==> config.mk <==
export PLATFORM = sky130hd
export DESIGN_NAME = divider_and_interval_timer
export DESIGN_NICKNAME = d
export VERILOG_FILES = /design/src/design/dait_pkg.sv /design/src/design/divider_and_interval_timer.sv /design/src/design/dait_core.sv
export SDC_FILE = /design/constraint.sdc
export NUM_CORES = 1
export LEC_CHECK = 0
export BUFFER_PORTS_ARGS = -buffer_cell sky130_fd_sc_hd__buf_2
export CORE_UTILIZATION = 40
export CTS_CLUSTER_SIZE = 20
export DETAILED_ROUTE_END_ITERATION = 8
export PLACE_DENSITY = 0.64
export SYNTH_ARGS = -nofsm -noshare
export SYNTH_HDL_FRONTEND = slang
export SYNTH_SLANG_ARGS = --single-unit
==> constraint.sdc <==
create_clock -name clock -period 5 [get_ports clock]
set_input_delay 0.5 -clock clock [delete_from_list [all_inputs] [get_ports clock]]
set_output_delay 0.5 -clock clock [all_outputs]
set_load 0.01 [all_outputs]
==> src/design/dait_pkg.sv <==
// dait_pkg: shared types, codes and constants for the divider and interval timer
// used by dait_core and divider_and_interval_timer; no dependencies
package dait_pkg;

   localparam int FRAME_PERIOD_DEF = 17564;

   localparam int ACTION_W   = 2;
   localparam int CYCLES_W   = 6;
   localparam int BYTE_W     = 8;
   localparam int FRAME_W    = 15;
   localparam int PRESCALE_W = 19;
   localparam int DIVPRE_W   = 7;
   localparam int CSR_IDX_W  = 2;

   localparam logic [DIVPRE_W-1:0] DIV_STEP = 7'd64;

   typedef enum logic [ACTION_W-1:0] {
      ACT_ADVANCE = 2'd0,
      ACT_WRITE   = 2'd1,
      ACT_CLEAR   = 2'd2
   } action_type;

   typedef enum logic [CSR_IDX_W-1:0] {
      CSR_TIMER_ENABLE = 2'd0,
      CSR_CLOCK_SELECT = 2'd1,
      CSR_RELOAD_VALUE = 2'd2
   } csr_index_type;

   typedef struct packed {
      logic              timer_enable;
      logic [1:0]        clock_select;
      logic [BYTE_W-1:0] reload_value;
   } cfg_type;

   typedef struct packed {
      logic              frame_irq;
      logic              timer_irq;
      logic [BYTE_W-1:0] divider_value;
      logic [BYTE_W-1:0] counter_value;
   } rsp_type;

   function automatic logic [PRESCALE_W-1:0] timer_threshold(input logic [1:0] sel);
      logic [PRESCALE_W-1:0] t;
      case (sel)
         2'd0:    t = 19'd4096;
         2'd1:    t = 19'd262144;
         2'd2:    t = 19'd65536;
         default: t = 19'd16384;
      endcase
      return t;
   endfunction

endpackage

==> src/design/divider_and_interval_timer.sv <==
// Divider and interval timer. Each item advances time, writes the interval counter,
// clears the divider or, with the unused action code, changes nothing, and gives exactly
// one result item. An item is taken every cycle while the result side keeps up; once
// accepted it waits in the input register while the step logic settles, and moves into
// the result register, which drives the outputs, once that register is free or being
// read. The accumulator adds and compares of one step settle combinationally. The input
// stalls only while both registers hold an item and the result side is stalling.
// Reset clears all timer state and configuration; no clearing pass is needed.
// depends on dait_pkg and dait_core
module divider_and_interval_timer #(
   parameter int FRAME_PERIOD = dait_pkg::FRAME_PERIOD_DEF
) (
   input  logic                              clock,
   input  logic                              reset,
   input  logic                              csr_write,
   input  logic [dait_pkg::CSR_IDX_W-1:0]    csr_index,
   input  logic [dait_pkg::BYTE_W-1:0]       csr_data,
   input  logic                              req_valid,
   output logic                              req_stall,
   input  logic [dait_pkg::ACTION_W-1:0]     req_action,
   input  logic [dait_pkg::CYCLES_W-1:0]     req_cycles,
   input  logic [dait_pkg::BYTE_W-1:0]       req_write_value,
   output logic                              rsp_valid,
   input  logic                              rsp_stall,
   output logic                              rsp_frame_irq,
   output logic                              rsp_timer_irq,
   output logic [dait_pkg::BYTE_W-1:0]       rsp_divider_value,
   output logic [dait_pkg::BYTE_W-1:0]       rsp_counter_value
);
   import dait_pkg::*;

   cfg_type               cfg_ff;
   logic                  in_valid_ff;
   logic [ACTION_W-1:0]   in_action_ff;
   logic [CYCLES_W-1:0]   in_cycles_ff;
   logic [BYTE_W-1:0]     in_write_value_ff;
   logic                  out_valid_ff;
   rsp_type               out_ff;
   rsp_type               step_result;
   logic                  advance;

   // item moves from input register into result register
   assign advance   = in_valid_ff && (!out_valid_ff || !rsp_stall);
   assign req_stall = in_valid_ff && !advance;

   always_ff @(posedge clock) begin
      if (reset) begin
         cfg_ff <= '0;
      end else if (csr_write) begin
         case (csr_index)
            CSR_TIMER_ENABLE: cfg_ff.timer_enable <= csr_data[0];
            CSR_CLOCK_SELECT: cfg_ff.clock_select <= csr_data[1:0];
            CSR_RELOAD_VALUE: cfg_ff.reload_value <= csr_data;
            default: begin
            end
         endcase
      end
   end

   always_ff @(posedge clock) begin
      if (reset) begin
         in_valid_ff <= 1'b0;
      end else if (!req_stall) begin
         in_valid_ff <= req_valid;
      end
   end

   always_ff @(posedge clock) begin
      if (req_valid && !req_stall) begin
         in_action_ff      <= req_action;
         in_cycles_ff      <= req_cycles;
         in_write_value_ff <= req_write_value;
      end
   end

   dait_core #(
      .FRAME_PERIOD (FRAME_PERIOD)
   ) u_core (
      .clock       (clock),
      .reset       (reset),
      .step        (advance),
      .action      (in_action_ff),
      .cycles      (in_cycles_ff),
      .write_value (in_write_value_ff),
      .cfg         (cfg_ff),
      .result      (step_result)
   );

   always_ff @(posedge clock) begin
      if (reset) begin
         out_valid_ff <= 1'b0;
      end else if (advance) begin
         out_valid_ff <= 1'b1;
      end else if (!rsp_stall) begin
         out_valid_ff <= 1'b0;
      end
   end

   always_ff @(posedge clock) begin
      if (advance) begin
         out_ff <= step_result;
      end
   end

   assign rsp_valid         = out_valid_ff;
   assign rsp_frame_irq     = out_ff.frame_irq;
   assign rsp_timer_irq     = out_ff.timer_irq;
   assign rsp_divider_value = out_ff.divider_value;
   assign rsp_counter_value = out_ff.counter_value;

endmodule

==> src/design/dait_core.sv <==
// dait_core: timer state (frame, prescalers, divider, interval counter) and step logic
// depends on dait_pkg
module dait_core #(
   parameter int FRAME_PERIOD = dait_pkg::FRAME_PERIOD_DEF
) (
   input  logic                                 clock,
   input  logic                                 reset,
   input  logic                                 step,
   input  logic [dait_pkg::ACTION_W-1:0]        action,
   input  logic [dait_pkg::CYCLES_W-1:0]        cycles,
   input  logic [dait_pkg::BYTE_W-1:0]          write_value,
   input  dait_pkg::cfg_type                    cfg,
   output dait_pkg::rsp_type                    result
);
   import dait_pkg::*;

   localparam logic [FRAME_W-1:0] FRAME_LIMIT = FRAME_W'(FRAME_PERIOD);

   logic [FRAME_W-1:0]    frame_accum_ff,      frame_accum_in;
   logic [PRESCALE_W-1:0] timer_prescale_ff,   timer_prescale_in;
   logic [DIVPRE_W-1:0]   divider_prescale_ff, divider_prescale_in;
   logic [BYTE_W-1:0]     divider_reg_ff,      divider_reg_in;
   logic [BYTE_W-1:0]     interval_counter_ff, interval_counter_in;

   logic [FRAME_W-1:0]    frame_sum;
   logic [PRESCALE_W-1:0] timer_sum;
   logic [DIVPRE_W-1:0]   div_sum;
   logic [BYTE_W-1:0]     counter_inc;
   logic                  frame_irq;
   logic                  timer_irq;

   always_comb begin
      frame_sum   = frame_accum_ff + FRAME_W'(cycles);
      timer_sum   = timer_prescale_ff + PRESCALE_W'(cycles);
      div_sum     = divider_prescale_ff + DIVPRE_W'(cycles);
      counter_inc = interval_counter_ff + 8'd1;

      frame_accum_in      = frame_accum_ff;
      timer_prescale_in   = timer_prescale_ff;
      divider_prescale_in = divider_prescale_ff;
      divider_reg_in      = divider_reg_ff;
      interval_counter_in = interval_counter_ff;
      frame_irq           = 1'b0;
      timer_irq           = 1'b0;

      case (action)
         ACT_ADVANCE: begin
            if (frame_sum >= FRAME_LIMIT) begin
               frame_irq      = 1'b1;
               frame_accum_in = '0;
            end else begin
               frame_accum_in = frame_sum;
            end
            if (cfg.timer_enable) begin
               if (timer_sum >= timer_threshold(cfg.clock_select)) begin
                  timer_prescale_in = '0;
                  if (counter_inc == '0) begin
                     interval_counter_in = cfg.reload_value;
                     timer_irq           = 1'b1;
                  end else begin
                     interval_counter_in = counter_inc;
                  end
               end else begin
                  timer_prescale_in = timer_sum;
               end
            end
            if (div_sum >= DIV_STEP) begin
               divider_prescale_in = '0;
               divider_reg_in      = divider_reg_ff + 8'd1;
            end else begin
               divider_prescale_in = div_sum;
            end
         end
         ACT_WRITE: begin
            interval_counter_in = write_value;
         end
         ACT_CLEAR: begin
            divider_reg_in      = '0;
            divider_prescale_in = '0;
         end
         default: begin
         end
      endcase

      result.frame_irq     = frame_irq;
      result.timer_irq     = timer_irq;
      result.divider_value = divider_reg_in;
      result.counter_value = interval_counter_in;
   end

   always_ff @(posedge clock) begin
      if (reset) begin
         frame_accum_ff      <= '0;
         timer_prescale_ff   <= '0;
         divider_prescale_ff <= '0;
         divider_reg_ff      <= '0;
         interval_counter_ff <= '0;
      end else if (step) begin
         frame_accum_ff      <= frame_accum_in;
         timer_prescale_ff   <= timer_prescale_in;
         divider_prescale_ff <= divider_prescale_in;
         divider_reg_ff      <= divider_reg_in;
         interval_counter_ff <= interval_counter_in;
      end
   end

endmodule

==> results.md <==
Critical path:
- Data on the critical path is required at its endpoint by about 5.3 ns.
- The sort of element at the end of the critical path is a flip-flop.
- The critical path is of the flip-flop to flip-flop type.
- The worst setup path is launched from a flip-flop.
- In this run the worst path has a maximum fanout of 22.
- At the worst endpoint, the arrival time is 4.82 ns.

Timing:
- At the pin with the least slew margin, the transition time is 1.06 ns.
- The final-report max-slew violation count was 0.
- The maximum clock skew at final layout is 0.00674 ns.
- The final sum of negative setup slack is 0 ns.
- The setup violation total in the final timing report is 0.
- The max-slew headroom at the worst pin is 0.292.
- For this run, the top clock speed supported by timing is 0.220 GHz.
- The shortest clock period the worst path allows after layout is 4.54 ns.
- Setup repair after global routing left no endpoint under its margin.
- The number of hold violations in the final report is 0.
- The share of the clock period used by the worst path after layout is 0.908.

Cells and area:
- The antenna diode count is 0.
- Once layout is done, the placed cells without fillers occupy 6630 um2.
- The relative area change from synthesis to final layout is 11.5%.
- After filler insertion, the fill cell instance count of the layout stands at 1427.
- The net count reported at finish is approximately 770.
- Of the cells placed in the final design, the portion with a size suffix greater than 1 is 0.118.

Logic synthesis:
- The most used flip-flop cell after synthesis is sky130_fd_sc_hd__dfxtp_1.
- The largest total area in the synthesized netlist belongs to sky130_fd_sc_hd__dfxtp_1.
- For this run, the register share of the synthesized area comes to 0.408.
- The share of the synthesized area in the top cell type is 0.236.
- The commonest cells after synthesis are sky130_fd_sc_hd__nor2_1 (91), sky130_fd_sc_hd__dfxtp_1 (70), sky130_fd_sc_hd__a21oi_1 (55).
- In the post-synthesis netlist, the biggest area contributors are sky130_fd_sc_hd__dfxtp_1 (24%), sky130_fd_sc_hd__edfxtp_1 (17%), sky130_fd_sc_hd__nor2_1 (5.7%).
- The mapped cell area is 5940 um2.
- The Yosys step of the flow raised 0 warnings.
- The net count after synthesis is 740.
- The number of synthesized flops with an enable pin is 34.
- Yosys instantiated no cell more often than sky130_fd_sc_hd__nor2_1.
- The cell count after synthesis came out at about 680.
- In this run, synthesis produced a sequential element count of 104.
- The post-synthesis area per instance is 8.71 um2.
- The proportion of register bits with asynchronous set or reset after synthesis is 0.
- The count of different cell masters after synthesis is 71.

Hold path:
- The tightest min-delay check is of the primary input to flip-flop type.

Detailed routing:
- The first-pass iteration count of the detailed router is 5.
- In this run, the number of DRC markers left after iteration 0 of detailed routing was 531.
- Summing over every cut layer, the via total after detailed routing is 5248.
- The wire length per cell is about 16 um.
- Using the TritonRoute via totals, the vias-per-cell ratio works out to around 5.8.
- In the routed design, unresolved DRC markers number 0.
- The antenna violation net count after detailed routing is 0.
- The total wirelength of the detailed-routed design is 14700 um.

Run:
- Across the run, the number of max-cap violations was 0.

Clock network:
- The tree is rooted in a sky130_fd_sc_hd__clkbuf_16.
- Buffers inserted to repair hold after CTS numbered 0.
- In this run the number of H-tree levels came out at 3.
- After clock tree synthesis, the clock-pin slew on the worst setup and hold paths is 0.07 ns.
- The clock latency on the worst-skew pair is 0.36 ns.
- The number of buffers added by the clock tree synthesis step is 9.
- TritonCTS built the clock tree.
- After clock tree synthesis, the setup repair step added 0 buffers.
- For this design, the sink count on the clock tree is 104.
- The maximum buffer depth of the clock tree is 2.

Placed design:
- Detailed placement finished with a half-perimeter wire length of just over 10000 um.
- In this run the tool buffered the top-level ports with 50 buffer cells.
- The placed cell area is 6320 um2.
- The last weighted congestion value of the routability-driven placer is 0.871.

Global routing:
- The number of global-route vias before repair is 4875.
- The first-pass GRT wire length is ~24000 um.
- Entering global routing, the biggest net connects slightly below 60 pins.
- The number of antenna violations at the first check in global routing is 0.
- Across every metal layer, demand over resource in global routing totals 0.203.
- Summed over all layers, the global routing overflow is 0.

Floorplan:
- The floorplan step defined a die boundary enclosing 15400 um2.
- The floorplan has 44 rows.
- In this run the vertical extent of the chip is between 100 and 150 um.
- The count of boundary I/O pins is 51.
- The placeable core region is about 15000 um2.
- The die is 124 um wide.
- The initial core utilization is 0.409.

Pwr:
- The total power after layout is 0.00179 W.
- VDD sags by at most 0.183 mV.
- The power density relative to cell area is 270 nW/um2.
- For this design the static power due to leakage is 2.52 nW.

Status:
- The run finished with clean final reports.
[metrics by stage]
stage / setup WS [ns] / utilization / hold WS [ns] / std cells
after CTS: 0.318 / 0.455 / 0.309 / 903
after global routing: 0.0593 / 0.456 / 0.309 / 903
after detailed placement: 0.374 / 0.435 / 0.456 / 887
final: 0.459 / 0.456 / 0.318 / 903
after global placement: 0.617 / 0.435 / 0.450 / 887
after floorplan: 0.900 / - / 0.440 / 682
[critical path: stages (launching register included)]
cell                        delay [ns]
sky130_fd_sc_hd__edfxtp_1         0.43
sky130_fd_sc_hd__ha_1             0.27
sky130_fd_sc_hd__fa_1             0.43
sky130_fd_sc_hd__a21oi_2          0.20
sky130_fd_sc_hd__o22ai_2          0.18
sky130_fd_sc_hd__and2_1           0.23
sky130_fd_sc_hd__and3_1           0.23
sky130_fd_sc_hd__nand3_1          0.12
sky130_fd_sc_hd__xnor2_1          0.10
sky130_fd_sc_hd__ha_1             0.33
sky130_fd_sc_hd__nand3_1          0.10
sky130_fd_sc_hd__nor4b_1          0.30
sky130_fd_sc_hd__nor4bb_1         0.25
sky130_fd_sc_hd__o2111a_1         0.23
sky130_fd_sc_hd__or4_1            0.21
sky130_fd_sc_hd__buf_6            0.23
sky130_fd_sc_hd__o2111ai_1        0.17
sky130_fd_sc_hd__a211o_1          0.30
sky130_fd_sc_hd__a31oi_1          0.15
[power breakdown]
group | switching (W) | internal, W | total, W
clock network | 0.000332 | 0.000384 | 0.000716
logic | 0.0000939 | 0.0000586 | 0.000153
registers | 0.0000236 | 0.000898 | 0.000922
[per-layer routing]
metal  GRT usage  up-vias  routed length (um)
met4      0.0796        0                 262
li1            -     2548                   -
met3      0.0270       21                 718
met2       0.334      167                6900
met5           0        -                   0
met1       0.268     2512                6790
[cell families after synthesis]
family / synth area share
AND/OR/NAND/NOR: 0.222
AO/OA/AOI/OAI: 0.195
flip-flops: 0.408
buffers and inverters: 0.0362
XOR/XNOR: 0.0531
adder cells (fa/ha/maj): 0.0606
multiplexers: 0.0253
[path summary, 6_finish.rpt]
| kind | slack [ns] | startpoint | cells after the start | to |
|---|---|---|---|---|
| max reg2reg | 0.46 | in_cycles_ff[0] | 18 | u_core.interval_counter_ff[3] |
| max | 0.46 | in_cycles_ff[0] | 18 | u_core.interval_counter_ff[3] |
| min reg2reg | 0.47 | u_core.frame_accum_ff[0] | 2 | u_core.frame_accum_ff[0] |
| min | 0.32 | req_cycles[3] | 1 | in_cycles_ff[3] |
[final cells by class]
cell class	count	area [um2]	area share
inverters	18	67.6	0.0102
multi-input cells	526	3310	0.500
well taps	184	230	0.0347
clock buffers	11	264	0.0398
repair buffers	55	292	0.0440
flip-flops and latches	104	2420	0.366
clock inverters	5	37.5	0.00567
[layout by cell type (no fill, tap or decap), drive strengths merged, types with 7 or more instances in the layout]
cell type   n
mux2i      15
nand3b      8
xnor2      19
a21o        7
o21ai      38
dfxtp      70
a22oi      11
nor3       23
buf        55
nand2b      8
o211ai      8
ha         24
nor4        7
a31oi      10
nand3      27
clkbuf     11
edfxtp     34
a211oi      8
and3        8
inv        18
or3         9
xor2       17
nand2      52
a21oi      55
nor2       92
[flip-flops by register name (all words and copies together), names as in the netlist]
name and cells:
u_core.timer_prescale_ff 19, u_core.frame_accum_ff 15, cfg_ff 11, in_write_value_ff 8, rsp_counter_value 8, rsp_divider_value 8, u_core.divider_reg_ff 8, u_core.interval_counter_ff 8
u_core.divider_prescale_ff 7, in_cycles_ff 6, in_action_ff 2, in_valid_ff 1, rsp_frame_irq 1, rsp_timer_irq 1, rsp_valid 1
[timing repair]
item / in CTS / in global routing
endpoints found under the hold margin: 0 / 0
resized for setup: 0 / 3
setup endpoints to repair: 0 / 2
Note: power is estimated with default switching activity, not from simulation.
